[src/hdl/pwmc_pkg.sv]
// Package for the PWM period and duty calculator: constants, microcode types
// and the control-word table of the sequencer. No dependencies.
package pwmc_pkg;

   localparam int          CHANNELS_DEF    = 4;
   localparam logic [31:0] COUNTER_MAX_DEF = 32'd65535;
   localparam logic [31:0] CLOCK_RESET     = 32'd72000000;
   localparam logic [31:0] PRESCALER_LIMIT = 32'd65535;
   localparam logic [7:0]  DUTY_FULL       = 8'd100;
   localparam logic        KIND_DUTY       = 1'b1;
   localparam int          DIV_BITS        = 32;

   // reciprocal of DUTY_FULL, exact for products below 2**23
   localparam int          DUTY_SH         = 30;
   localparam logic [23:0] DUTY_RCP        =
      24'(((33'd1 << DUTY_SH) - 33'd1) / 33'(DUTY_FULL) + 33'd1);

   typedef logic [4:0] step_type;

   typedef enum logic [3:0] {
      ACT_NONE,
      ACT_CLEAR,
      ACT_SAVE_FREQ,
      ACT_DIV_CLK_FREQ,
      ACT_DIV_TICKS_CMAX,
      ACT_SAVE_PRE,
      ACT_DIV_TICKS_PRE,
      ACT_SAVE_TIMER,
      ACT_DIV_DUTY,
      ACT_SAVE_CMP,
      ACT_SAVE_DUTY,
      ACT_SET_FAIL,
      ACT_REPORT,
      ACT_REPORT_NULL
   } act_type;

   typedef enum logic [3:0] {
      CND_NEVER,
      CND_ALWAYS,
      CND_NO_START,
      CND_CH_BAD,
      CND_KIND_DUTY,
      CND_FREQ_SAME,
      CND_FREQ_ZERO,
      CND_DIV_BUSY,
      CND_PRE_LIMIT,
      CND_QUOT_ZERO
   } cond_type;

   typedef struct packed {
      act_type  act;
      cond_type cond;
      step_type target;
   } ucode_type;

   localparam step_type ST_IDLE     = 5'd0;
   localparam step_type ST_DISP0    = 5'd1;
   localparam step_type ST_DISP1    = 5'd2;
   localparam step_type ST_DISP2    = 5'd3;
   localparam step_type ST_F_SAVE   = 5'd4;
   localparam step_type ST_F_DIV0   = 5'd5;
   localparam step_type ST_F_WAIT0  = 5'd6;
   localparam step_type ST_F_DIV1   = 5'd7;
   localparam step_type ST_F_WAIT1  = 5'd8;
   localparam step_type ST_F_PRE    = 5'd9;
   localparam step_type ST_F_DIV2   = 5'd10;
   localparam step_type ST_F_WAIT2  = 5'd11;
   localparam step_type ST_F_CHKQ   = 5'd12;
   localparam step_type ST_F_TIMER  = 5'd13;
   localparam step_type ST_C_DIV    = 5'd14;
   localparam step_type ST_C_WAIT   = 5'd15;
   localparam step_type ST_C_SAVE   = 5'd16;
   localparam step_type ST_DUTY     = 5'd17;
   localparam step_type ST_FAIL     = 5'd18;
   localparam step_type ST_REPORT   = 5'd19;
   localparam step_type ST_NULL     = 5'd20;

   // control store: action, jump condition, jump target; otherwise fall through
   function automatic ucode_type ucode_rom(step_type s);
      ucode_type w;
      case (s)
         ST_IDLE:    w = '{ACT_NONE,           CND_NO_START,  ST_IDLE};
         ST_DISP0:   w = '{ACT_CLEAR,          CND_CH_BAD,    ST_NULL};
         ST_DISP1:   w = '{ACT_NONE,           CND_KIND_DUTY, ST_DUTY};
         ST_DISP2:   w = '{ACT_NONE,           CND_FREQ_SAME, ST_REPORT};
         ST_F_SAVE:  w = '{ACT_SAVE_FREQ,      CND_FREQ_ZERO, ST_FAIL};
         ST_F_DIV0:  w = '{ACT_DIV_CLK_FREQ,   CND_NEVER,     ST_IDLE};
         ST_F_WAIT0: w = '{ACT_NONE,           CND_DIV_BUSY,  ST_F_WAIT0};
         ST_F_DIV1:  w = '{ACT_DIV_TICKS_CMAX, CND_NEVER,     ST_IDLE};
         ST_F_WAIT1: w = '{ACT_NONE,           CND_DIV_BUSY,  ST_F_WAIT1};
         ST_F_PRE:   w = '{ACT_SAVE_PRE,       CND_PRE_LIMIT, ST_FAIL};
         ST_F_DIV2:  w = '{ACT_DIV_TICKS_PRE,  CND_NEVER,     ST_IDLE};
         ST_F_WAIT2: w = '{ACT_NONE,           CND_DIV_BUSY,  ST_F_WAIT2};
         ST_F_CHKQ:  w = '{ACT_NONE,           CND_QUOT_ZERO, ST_FAIL};
         ST_F_TIMER: w = '{ACT_SAVE_TIMER,     CND_NEVER,     ST_IDLE};
         ST_C_DIV:   w = '{ACT_DIV_DUTY,       CND_NEVER,     ST_IDLE};
         ST_C_WAIT:  w = '{ACT_NONE,           CND_DIV_BUSY,  ST_C_WAIT};
         ST_C_SAVE:  w = '{ACT_SAVE_CMP,       CND_ALWAYS,    ST_REPORT};
         ST_DUTY:    w = '{ACT_SAVE_DUTY,      CND_ALWAYS,    ST_C_DIV};
         ST_FAIL:    w = '{ACT_SET_FAIL,       CND_ALWAYS,    ST_REPORT};
         ST_REPORT:  w = '{ACT_REPORT,         CND_ALWAYS,    ST_IDLE};
         ST_NULL:    w = '{ACT_REPORT_NULL,    CND_ALWAYS,    ST_IDLE};
         default:    w = '{ACT_NONE,           CND_ALWAYS,    ST_IDLE};
      endcase
      return w;
   endfunction

endpackage

[src/hdl/pwm_period_duty_calculator.sv]
// PWM period and duty calculator: microcoded sequencer over a shared
// restoring divider. Depends on pwmc_pkg.
//
// Usage: a request (req_kind, req_channel, req_freq, req_duty) is taken at a
// rising edge with start high and busy low. busy stays high until the
// request's result has been issued. Each request yields one result on the
// rsp_ ports, marked by rsp_valid for exactly one cycle; the receiver cannot
// stall it. The user must write timer_clock through csr_write_en /
// csr_write_data only while the block is idle; the block does not enforce it.
// A set-frequency request that writes new settings runs two divisions on the
// shared divider (prescaler and duty compare use reciprocal multiplies); its
// search fails on a zero quotient, the prescaler limit or a zero frequency.
// A set-duty request, a repeated frequency and an unused channel run no
// division on the divider.
// busy drops in the cycle rsp_valid rises, so the next request can be taken
// then.
// Reset (synchronous, active high) returns the sequencer to idle, clears all
// channel settings and sets timer_clock to 72 MHz.
module pwm_period_duty_calculator #(
   parameter int          CHANNELS    = pwmc_pkg::CHANNELS_DEF,
   parameter logic [31:0] COUNTER_MAX = pwmc_pkg::COUNTER_MAX_DEF
) (
   input  logic        clock,
   input  logic        reset,
   input  logic        start,
   output logic        busy,
   input  logic        req_kind,
   input  logic [1:0]  req_channel,
   input  logic [31:0] req_freq,
   input  logic [7:0]  req_duty,
   output logic        rsp_valid,
   output logic [1:0]  rsp_out_channel,
   output logic [15:0] rsp_prescaler,
   output logic [15:0] rsp_reload,
   output logic [15:0] rsp_compare,
   output logic        rsp_changed,
   output logic        rsp_failed,
   input  logic        csr_write_en,
   input  logic [31:0] csr_write_data
);
   import pwmc_pkg::*;

   localparam int          CH_IDX_W = (CHANNELS > 1) ? $clog2(CHANNELS) : 1;
   localparam int          CNT_W    = $clog2(DIV_BITS + 1);
   localparam logic [32:0] CMAX_DIV = {1'b0, COUNTER_MAX} + 33'd2;
   // reciprocal of CMAX_DIV, exact for any 32-bit tick count
   localparam int          CMAX_SH    = 32 + $clog2(CMAX_DIV);
   localparam logic [96:0] CMAX_POW   = 97'd1 << CMAX_SH;
   localparam logic [96:0] CMAX_RCP_W = (CMAX_POW - 97'd1) / 97'(CMAX_DIV) + 97'd1;
   localparam logic [32:0] CMAX_RCP   = CMAX_RCP_W[32:0];

   // sequencer
   step_type  step_ff, step_in;
   ucode_type uc;
   logic      cond_true;

   // request
   logic        kind_ff;
   logic [1:0]  chan_ff;
   logic [31:0] freq_ff;
   logic [7:0]  duty_ff;
   logic [CH_IDX_W-1:0] ch_idx;
   logic        ch_bad;

   // channel state
   logic [31:0] last_freq_ff [CHANNELS];
   logic [6:0]  last_duty_ff [CHANNELS];
   logic [15:0] pre_val_ff   [CHANNELS];
   logic [15:0] rel_val_ff   [CHANNELS];
   logic [15:0] cmp_val_ff   [CHANNELS];
   logic [31:0] timer_clock_ff;

   // datapath
   logic [31:0] ticks_ff, ticks_in;
   logic [15:0] pre_ff, pre_in;
   logic        changed_ff, changed_in;
   logic        failed_ff, failed_in;
   logic [6:0]  duty_sat;
   logic [22:0] duty_prod;
   logic [31:0] quot_m1;
   logic [96:0] cmax_prod;
   logic [46:0] duty_quot;

   // divider
   logic [31:0]      div_num_ff, div_num_in;
   logic [32:0]      div_den_ff, div_den_in;
   logic [32:0]      div_rem_ff, div_rem_in;
   logic [CNT_W-1:0] div_cnt_ff, div_cnt_in;
   logic [33:0]      div_trial;
   logic [33:0]      div_diff;
   logic             div_ge;

   assign uc       = ucode_rom(step_ff);
   assign busy     = (step_ff != ST_IDLE);
   assign ch_idx   = CH_IDX_W'(chan_ff);
   assign ch_bad   = (32'(chan_ff) >= 32'(CHANNELS));
   assign duty_sat = (duty_ff > DUTY_FULL) ? DUTY_FULL[6:0] : duty_ff[6:0];
   assign duty_prod = rel_val_ff[ch_idx] * last_duty_ff[ch_idx];
   assign quot_m1  = div_num_ff - 32'd1;
   assign cmax_prod = 97'(div_num_ff) * 97'(CMAX_RCP);
   assign duty_quot = 47'(div_num_ff[22:0]) * 47'(DUTY_RCP);

   assign div_trial = {div_rem_ff, div_num_ff[31]};
   assign div_diff  = div_trial - {1'b0, div_den_ff};
   assign div_ge    = (div_trial >= {1'b0, div_den_ff});

   always_comb begin
      case (uc.cond)
         CND_NEVER:     cond_true = 1'b0;
         CND_ALWAYS:    cond_true = 1'b1;
         CND_NO_START:  cond_true = !start;
         CND_CH_BAD:    cond_true = ch_bad;
         CND_KIND_DUTY: cond_true = (kind_ff == KIND_DUTY);
         CND_FREQ_SAME: cond_true = (freq_ff == last_freq_ff[ch_idx]);
         CND_FREQ_ZERO: cond_true = (freq_ff == 32'd0);
         CND_DIV_BUSY:  cond_true = (div_cnt_ff != '0);
         CND_PRE_LIMIT: cond_true = (div_num_ff >= PRESCALER_LIMIT);
         CND_QUOT_ZERO: cond_true = (div_num_ff == 32'd0);
         default:       cond_true = 1'b0;
      endcase
      step_in = cond_true ? uc.target : step_type'(step_ff + 5'd1);
   end

   always_comb begin
      ticks_in   = ticks_ff;
      pre_in     = pre_ff;
      changed_in = changed_ff;
      failed_in  = failed_ff;
      div_num_in = div_num_ff;
      div_den_in = div_den_ff;
      div_rem_in = div_rem_ff;
      div_cnt_in = div_cnt_ff;
      if (div_cnt_ff != '0) begin
         div_rem_in = div_ge ? div_diff[32:0] : div_trial[32:0];
         div_num_in = {div_num_ff[30:0], div_ge};
         div_cnt_in = div_cnt_ff - CNT_W'(1);
      end
      case (uc.act)
         ACT_CLEAR: begin
            changed_in = 1'b0;
            failed_in  = 1'b0;
         end
         ACT_DIV_CLK_FREQ: begin
            div_num_in = timer_clock_ff;
            div_den_in = {1'b0, freq_ff};
            div_rem_in = '0;
            div_cnt_in = CNT_W'(DIV_BITS);
         end
         ACT_DIV_TICKS_CMAX: begin
            ticks_in   = div_num_ff;
            div_num_in = cmax_prod[CMAX_SH +: 32];
         end
         ACT_SAVE_PRE: pre_in = div_num_ff[15:0];
         ACT_DIV_TICKS_PRE: begin
            div_num_in = ticks_ff;
            div_den_in = 33'(pre_ff) + 33'd1;
            div_rem_in = '0;
            div_cnt_in = CNT_W'(DIV_BITS);
         end
         ACT_DIV_DUTY:  div_num_in = 32'(duty_prod);
         ACT_SAVE_CMP:  changed_in = 1'b1;
         ACT_SAVE_DUTY: changed_in = 1'b1;
         ACT_SET_FAIL:  failed_in  = 1'b1;
         default: ;
      endcase
   end

   always_ff @(posedge clock) begin
      if (reset) begin
         step_ff        <= ST_IDLE;
         div_cnt_ff     <= '0;
         rsp_valid      <= 1'b0;
         timer_clock_ff <= CLOCK_RESET;
         for (int i = 0; i < CHANNELS; i++) begin
            last_freq_ff[i] <= '0;
            last_duty_ff[i] <= '0;
            pre_val_ff[i]   <= '0;
            rel_val_ff[i]   <= '0;
            cmp_val_ff[i]   <= '0;
         end
      end else begin
         step_ff    <= step_in;
         div_cnt_ff <= div_cnt_in;
         rsp_valid  <= (uc.act == ACT_REPORT) || (uc.act == ACT_REPORT_NULL);
         if (csr_write_en) begin
            timer_clock_ff <= csr_write_data;
         end
         case (uc.act)
            ACT_SAVE_FREQ: last_freq_ff[ch_idx] <= freq_ff;
            ACT_SAVE_TIMER: begin
               pre_val_ff[ch_idx] <= pre_ff;
               rel_val_ff[ch_idx] <= quot_m1[15:0];
            end
            ACT_SAVE_CMP:  cmp_val_ff[ch_idx]   <= duty_quot[DUTY_SH +: 16];
            ACT_SAVE_DUTY: last_duty_ff[ch_idx] <= duty_sat;
            default: ;
         endcase
      end
   end

   always_ff @(posedge clock) begin
      ticks_ff   <= ticks_in;
      pre_ff     <= pre_in;
      changed_ff <= changed_in;
      failed_ff  <= failed_in;
      div_num_ff <= div_num_in;
      div_den_ff <= div_den_in;
      div_rem_ff <= div_rem_in;
      if (step_ff == ST_IDLE && start) begin
         kind_ff <= req_kind;
         chan_ff <= req_channel;
         freq_ff <= req_freq;
         duty_ff <= req_duty;
      end
      if (uc.act == ACT_REPORT) begin
         rsp_out_channel <= chan_ff;
         rsp_prescaler   <= pre_val_ff[ch_idx];
         rsp_reload      <= rel_val_ff[ch_idx];
         rsp_compare     <= cmp_val_ff[ch_idx];
         rsp_changed     <= changed_ff;
         rsp_failed      <= failed_ff;
      end else if (uc.act == ACT_REPORT_NULL) begin
         rsp_out_channel <= chan_ff;
         rsp_prescaler   <= '0;
         rsp_reload      <= '0;
         rsp_compare     <= '0;
         rsp_changed     <= 1'b0;
         rsp_failed      <= 1'b0;
      end
   end

endmodule

[config.mk]
export PLATFORM = sky130hd
export DESIGN_NAME = pwm_period_duty_calculator
export DESIGN_NICKNAME = d
export VERILOG_FILES = /design/src/hdl/pwmc_pkg.sv /design/src/hdl/pwm_period_duty_calculator.sv
export SDC_FILE = /design/constraint.sdc
export NUM_CORES = 2
export LEC_CHECK = 0
export ABC_AREA = 1
export BUFFER_PORTS_ARGS = -buffer_cell sky130_fd_sc_hd__buf_4
export CAP_MARGIN = 20
export CELL_PAD_IN_SITES_DETAIL_PLACEMENT = 0
export CELL_PAD_IN_SITES_GLOBAL_PLACEMENT = 1
export CORE_MARGIN = 5
export CORE_UTILIZATION = 46
export CTS_BUF_LIST = sky130_fd_sc_hd__clkbuf_8
export DETAILED_ROUTE_END_ITERATION = 10
export PLACE_DENSITY_LB_ADDON = 0.3
export SLEW_MARGIN = 0
export SYNTH_ARGS = -nofsm -noshare
export SYNTH_HDL_FRONTEND = slang
export SYNTH_SLANG_ARGS = --single-unit
[constraint.sdc]
create_clock -name clock -period 8.2 [get_ports clock]
set_input_delay 0.41 -clock clock [delete_from_list [all_inputs] [get_ports clock]]
set_output_delay 0.41 -clock clock [all_outputs]
set_load 0.1 [all_outputs]
# After elaboration in Yosys (flattened, before gate mapping)
# Memories as Yosys holds them, arrays and structs flattened. A register that Yosys moved wholly into a read port is not among the register bits.
# Index checks and enable logic that the tools add are counted.
word_totals:
  memories: 6
  input_bits: 79
  out_inout_bits: 54
  rom_bits: 416
  ramBits: 348
  ff_bits: 287
  elab_cells: 138
op_classes:
  n_mux: 55
  order_cmp: 3
  n_mul: 3
  eq_ne: 22
  addsub: 5
  n_reduce_logical: 22
mem_list:
  columns: ["name", "depth", "width", "read_ports", "rd_clocked_by_memory_dff", "write_ports", "line", "text"]
  rows:
  - ["(no name shown)", 32, 13, 1, 1, 0, "pwmc_pkg.sv:81", "case (s)"]
  - ["last_freq_ff", 4, 32, 1, 1, 4, "pwm_period_duty_calculator.sv:66", "logic [31:0] last_freq_ff [CHANNELS];"]
  - ["cmp_val_ff", 4, 16, 1, 1, 4, "pwm_period_duty_calculator.sv:70", "logic [15:0] cmp_val_ff [CHANNELS];"]
  - ["pre_val_ff", 4, 16, 1, 1, 4, "pwm_period_duty_calculator.sv:68", "logic [15:0] pre_val_ff [CHANNELS];"]
  - ["rel_val_ff", 4, 16, 1, 1, 4, "pwm_period_duty_calculator.sv:69", "logic [15:0] rel_val_ff [CHANNELS];"]
  - ["last_duty_ff", 4, 7, 1, 1, 4, "pwm_period_duty_calculator.sv:67", "logic [6:0] last_duty_ff [CHANNELS];"]
ops:
  columns: ["cell", "n"]
  rows:
  - ["one-hot mux 32 bit (4 select lines)", 1]
  - ["2-to-1 mux 16 bit", 7]
  - ["one-hot mux 33 bit (2 select lines)", 1]
  - ["zero test 32 bit", 2]
  - ["multiplier 32 x 32 -> 64 bit (second input constant)", 1]
  - ["2-to-1 mux 32 bit", 2]
  - ["OR reduction 16 bit", 3]
  - ["multiplier 23 x 24 -> 46 bit (second input constant)", 1]
  - ["greater-or-equal comparator 34 x 33 -> 1 bit", 1]
  - ["2-to-1 mux 33 bit", 1]
  - ["subtractor 33 bit", 1]
  - ["== test 32 bit", 1]
  - ["== test 4 x 3 -> 1 bit (second input constant)", 8]
  - ["== test 4 bit (second input constant)", 8]
  - ["greater-or-equal comparator 32 x 16 -> 1 bit (second input constant)", 1]
  - ["OR reduction 32 bit", 1]
  - ["2-to-1 mux 2 bit", 12]
  - ["multiplier 16 x 7 -> 23 bit", 1]
  - ["2-to-1 mux 1 bit", 22]
  - ["adder 16 x 1 -> 17 bit (second input constant)", 1]
  - ["subtractor 16 x 1 -> 16 bit (second input constant)", 1]
  - ["2-to-1 mux 7 bit", 2]
  - ["== test 4 x 2 -> 1 bit (second input constant)", 3]
  - ["2-to-1 mux 6 bit", 2]
  - ["17 further kinds", 26]

# Depth between registers and ports, before layout
logic_depth:
  ltp_word: 6
  ltp_mapped: 32
  depth_no_buf: 32

# Worst setup path after synthesis
# Ideal clock, no wire load.
synth_path:
  path_type: "register to register"
  startpoint: "register div_num_ff[10]"
  endpoint: "register div_num_ff[6], data pin"
  required_ns: 7.933
  synth_period_minus_slack_ns: 6.790
  stages_incl_launch_ff: 25
  setup_slack_ns: 1.410
  n_path_buf: 0
  arrival_time_ns: 6.524
  setup_ns: 0.267
  cell_sequence: "edfxtp_1 > inv_1 > fa_1 > inv_1 > fa_1 > inv_1 > fa_1 > inv_1 > fa_1 > fa_1 > fa_1 > fa_1 > ha_1 > ha_1 > a21oi_1 > o21ai_0 > a21oi_1 > o21ai_0 > nand2_1 > nand3_1 > or2_2 > nand3_1 > nand2_1 > a211oi_1 > o21ai_0"
synth_via:
  elab_chain_cells: 2
synth_rtl:
  columns: ["element", "line", "text"]
  rows:
  - ["from (decl)", "pwm_period_duty_calculator.sv:85", "logic [31:0] div_num_ff, div_num_in;"]
  - ["from (signal assigned)", "pwm_period_duty_calculator.sv:206", "div_num_ff <= div_num_in;"]
  - ["multiplier 32 x 32 -> 64 bit", "pwm_period_duty_calculator.sv:100", "assign cmax_prod = 97'(div_num_ff) * 97'(CMAX_RCP);"]
  - ["one-hot mux 32 bit (4 select lines)", "pwm_period_duty_calculator.sv:138", "case (uc.act)"]
  - ["via div_num_in[6]", "pwm_period_duty_calculator.sv:85", null]
# The timed path passes the listed nets, and every way through them passes these cells.
# A chain may end at the register's enable or synchronous reset.

# Worst setup path after layout
layout_path:
  startpoint: "register div_num_ff[17]"
  endpoint: "register div_num_ff[8], data pin"
# The elaborated chain is that of the path after synthesis.

==> results.yml <==
synthesis:
  synth_top_cell_by_area: "edfxtp_1"
  synth_fp_nets: 7136
  synth_cells: 5924
  synth_ff_type: "edfxtp_1"
  netlist_top_cells_area: "edfxtp_1 31%, fa_1 19%, ha_1 14%"
  synth_common_cells: "1,130 x inv_1, 889 x nand2_1, 790 x nor2_1"
  synthesis.area_um2: 54780
  ys_types: 56
  syn_avg_cell_area_um2: 9.247
  synth_edf_count: 557
  synth_seq_cells: 649
  post-synth-top-area-fraction: 0.3054
  yosysWarnings: 0
  synth.most_common_cell: "inv_1"
  yosysSeqAreaShare: 0.3390
  synthArstFlopShare: 0
setup_path:
  end_kind: "flop"
  r2r_start: "div_num_ff[17]"
  critPathArrivalTime_ns: 8.40
  path_max_fanout: 13
  crit_end: "div_num_ff[8]"
  ff2ff_setup_slack_ns: 0.34
  r2r_cells: 23
  crit_slowest_cell: "edfxtp_1"
  required_ns: 8.74
  startpoint_type: "flop"
  crit_buf_inv: 4
  path_class: "flop to flop"
  path_depth: 23
  crit_path_frequent_cell: "fa_1"
  cp_top_family: "adder cells"
  cp_cell_sequence: "fa_1, fa_1, inv_1, fa_1, inv_1, fa_1, fa_1, inv_1, fa_1, inv_1, ha_1, ha_1, ha_1, a21oi_1, a21boi_0, o21ai_0, a221oi_1, nand3_1, or2_2, nand3_1, nand2_1, nor2_1, o21ai_0"
  startpoint: "div_num_ff[17]"
  cpPeakStageDelay_ns: 0.89
  regToRegEndpoint: "div_num_ff[8]"
routing:
  vias_per_cell: 5.362
  wire_per_inst_um: 21.89
  dr.pass1.iters: 7
  ant_nets: 0
  vias: 42050
  drt_wl_total_um: 171700
  drc: 0
  first_iter_violations: 3528
grt:
  grt_pass1_wl_um: 260000
  track_usage: 0.2722
  first_global_vias: 42400
  grt_remaining_overflow: 0
  grt_antenna_before_repair: 3
  grt_start_max_net_pins: 73
timing:
  max_slew.worst_pin.slew_ns: 1.083
  rsz0062_at_grt: "no"
  finalSetupViolCount: 0
  fin_crit_ns: 7.856
  fin_tns_setup_ns: 0
  finalClockSkew_ns: 0.1282
  fmax_ghz: 0.1273
  timing.final.crit_share: 0.9581
  maxSlewViolCount: 0
  finalHoldViolations: 0
  relSlewSlack: 0.2781
run:
  drv_cap: 0
cts:
  cts.path.max_buffers: 3
  cts_sinks: 649
  clock_latency_ns: 0.88
  cts_tree: "done"
  cts_root_buf: "clkbuf_8"
  htreeDepth: 3
  cts.clk_slew.worst_paths_ns: 0.06
  cts_made_buffers: 113
placed_design:
  port_buffers: 132
  place_congestion: 0.9939
  dp_hpwl_um: 133900
hold_path:
  min_path_type: "primary input to flop"
  hold_start: "csr_write_en"
die:
  pin_count: 133
  core_um2: 118200
  die_height_um: 355.1
  start_util: 0.4633
  rows: 126
  die_area_um2: 126100
  fp.dieW_um: 355.1
cells_and_area:
  multi_input_area_um2: 31380
  fin_nets: 7418
  synthToLayoutAreaGrowth_pct: 11.45
  layout-drive-gt1-share: 0.06962
  n_fill_cell: 11030
  regArea_um2: 18570
outcome:
  status: "complete, no violations"
-- area by class of cell --
cell class	instances	share of cell area
multi-input combinational	3983	0.5139
sequential	649	0.3042
inverter	1141	0.07024
timing repair buffer	318	0.04259
tap	1536	0.03148
clock buffer	119	0.02683
clock inverter	96	0.01068
antenna	1	0.00004099
-- stage by stage --
stage | setup slack, ns | instance area, um^2 | hold WS [ns] | cells | util
5_1_grt | 0.03590 | 61050 | 0.05773 | 7843 | 0.5163
2_1_floorplan | 1.410 | 54780 | 0.4289 | 5924 | -
4_1_cts | 0.4146 | 61000 | 0.01032 | 7838 | 0.5159
6_report | 0.3435 | 61050 | 0.08391 | 7843 | 0.5163
3_5_place_dp | 0.3652 | 57890 | 0.4475 | 7541 | 0.4896
3_3_place_gp | 0.4159 | 57890 | 0.4396 | 7541 | 0.4896
-- repair_timing --
action / in CTS / in global routing
hold buffers: 82 / 0
endpoints found under the setup margin: 0 / 1
resized for setup: 0 / 2
buffers inserted: 0 / 3
endpoints found under the hold margin: 80 / 0
-- registers in the layout, indices dropped and copies added (netlist names), 28 cells and up, named ones only --
signal,cells
last_freq_ff,128
cmp_val_ff,64
pre_val_ff,64
rel_val_ff,64
div_rem_ff,33
div_den_ff,32
div_num_ff,32
freq_ff,32
ticks_ff,32
timer_clock_ff,32
last_duty_ff,28
-- cell usage in the layout (no fill, tap or decap), types with 14 or more instances in the layout --
cell type / instances
dfxtp_1: 90
dlygate4sd3_1: 82
o21ai_0: 256
xor2_1: 58
inv_1: 1173
buf_4: 235
a21oi_1: 302
o211ai_1: 14
nor2_1: 788
fa_1: 532
o21bai_1: 16
nor3_1: 82
edfxtp_1: 557
a21o_1: 15
or2_2: 14
clkinv_1: 24
ha_1: 600
clkinv_2: 15
nand3_1: 191
nand2_1: 887
nand4_1: 40
a31oi_1: 19
a32oi_1: 25
xnor2_1: 31
clkbuf_8: 119
-- worst min-delay path by stage --
stage	endpoint	slack [ns]	cells after the start
global route	timer_clock_ff[22]	0.06	3
detailed placement	timer_clock_ff[22]	0.45	2
CTS	timer_clock_ff[31]	0.01	3
floorplan	timer_clock_ff[13]	0.43	2
finish	timer_clock_ff[9]	0.08	3
global placement	timer_clock_ff[22]	0.44	2
-- cells by family after synthesis --
| family | count (synthesis) | share of synthesized area |
|---|---|---|
| XOR/XNOR | 89 | 0.01423 |
| AND/OR/NAND/NOR | 2043 | 0.1517 |
| adder cells (fa/ha/maj) | 1133 | 0.3318 |
| multiplexers | 1 | 0.0002056 |
| AO/OA/AOI/OAI | 717 | 0.07339 |
| buffers and inverters | 1292 | 0.08963 |
| flip-flops | 649 | 0.3390 |
-- worst register-to-register path, stage by stage, from the launching register on --
cell      delay (ns)
edfxtp_1        0.89
fa_1            0.68
fa_1            0.63
inv_1           0.10
fa_1            0.53
inv_1           0.08
fa_1            0.53
fa_1            0.54
inv_1           0.06
fa_1            0.53
inv_1           0.05
ha_1            0.28
ha_1            0.30
ha_1            0.33
a21oi_1         0.22
a21boi_0        0.31
o21ai_0         0.23
a221oi_1        0.38
nand3_1         0.17
or2_2           0.30
nand3_1         0.11
nand2_1         0.16
nor2_1          0.11
o21ai_0         0.11
-- per-layer routing --
metal,global-route usage,wire [um],part of all wire
met5,0,0,0
met2,0.4394,78940,0.46
met4,0.09594,6923,0.040
met3,0.05556,13720,0.080
met1,0.3672,72120,0.42
Power is not shown: default switching activity piles up to over one toggle a cycle in this logic, so the estimate is an artifact.
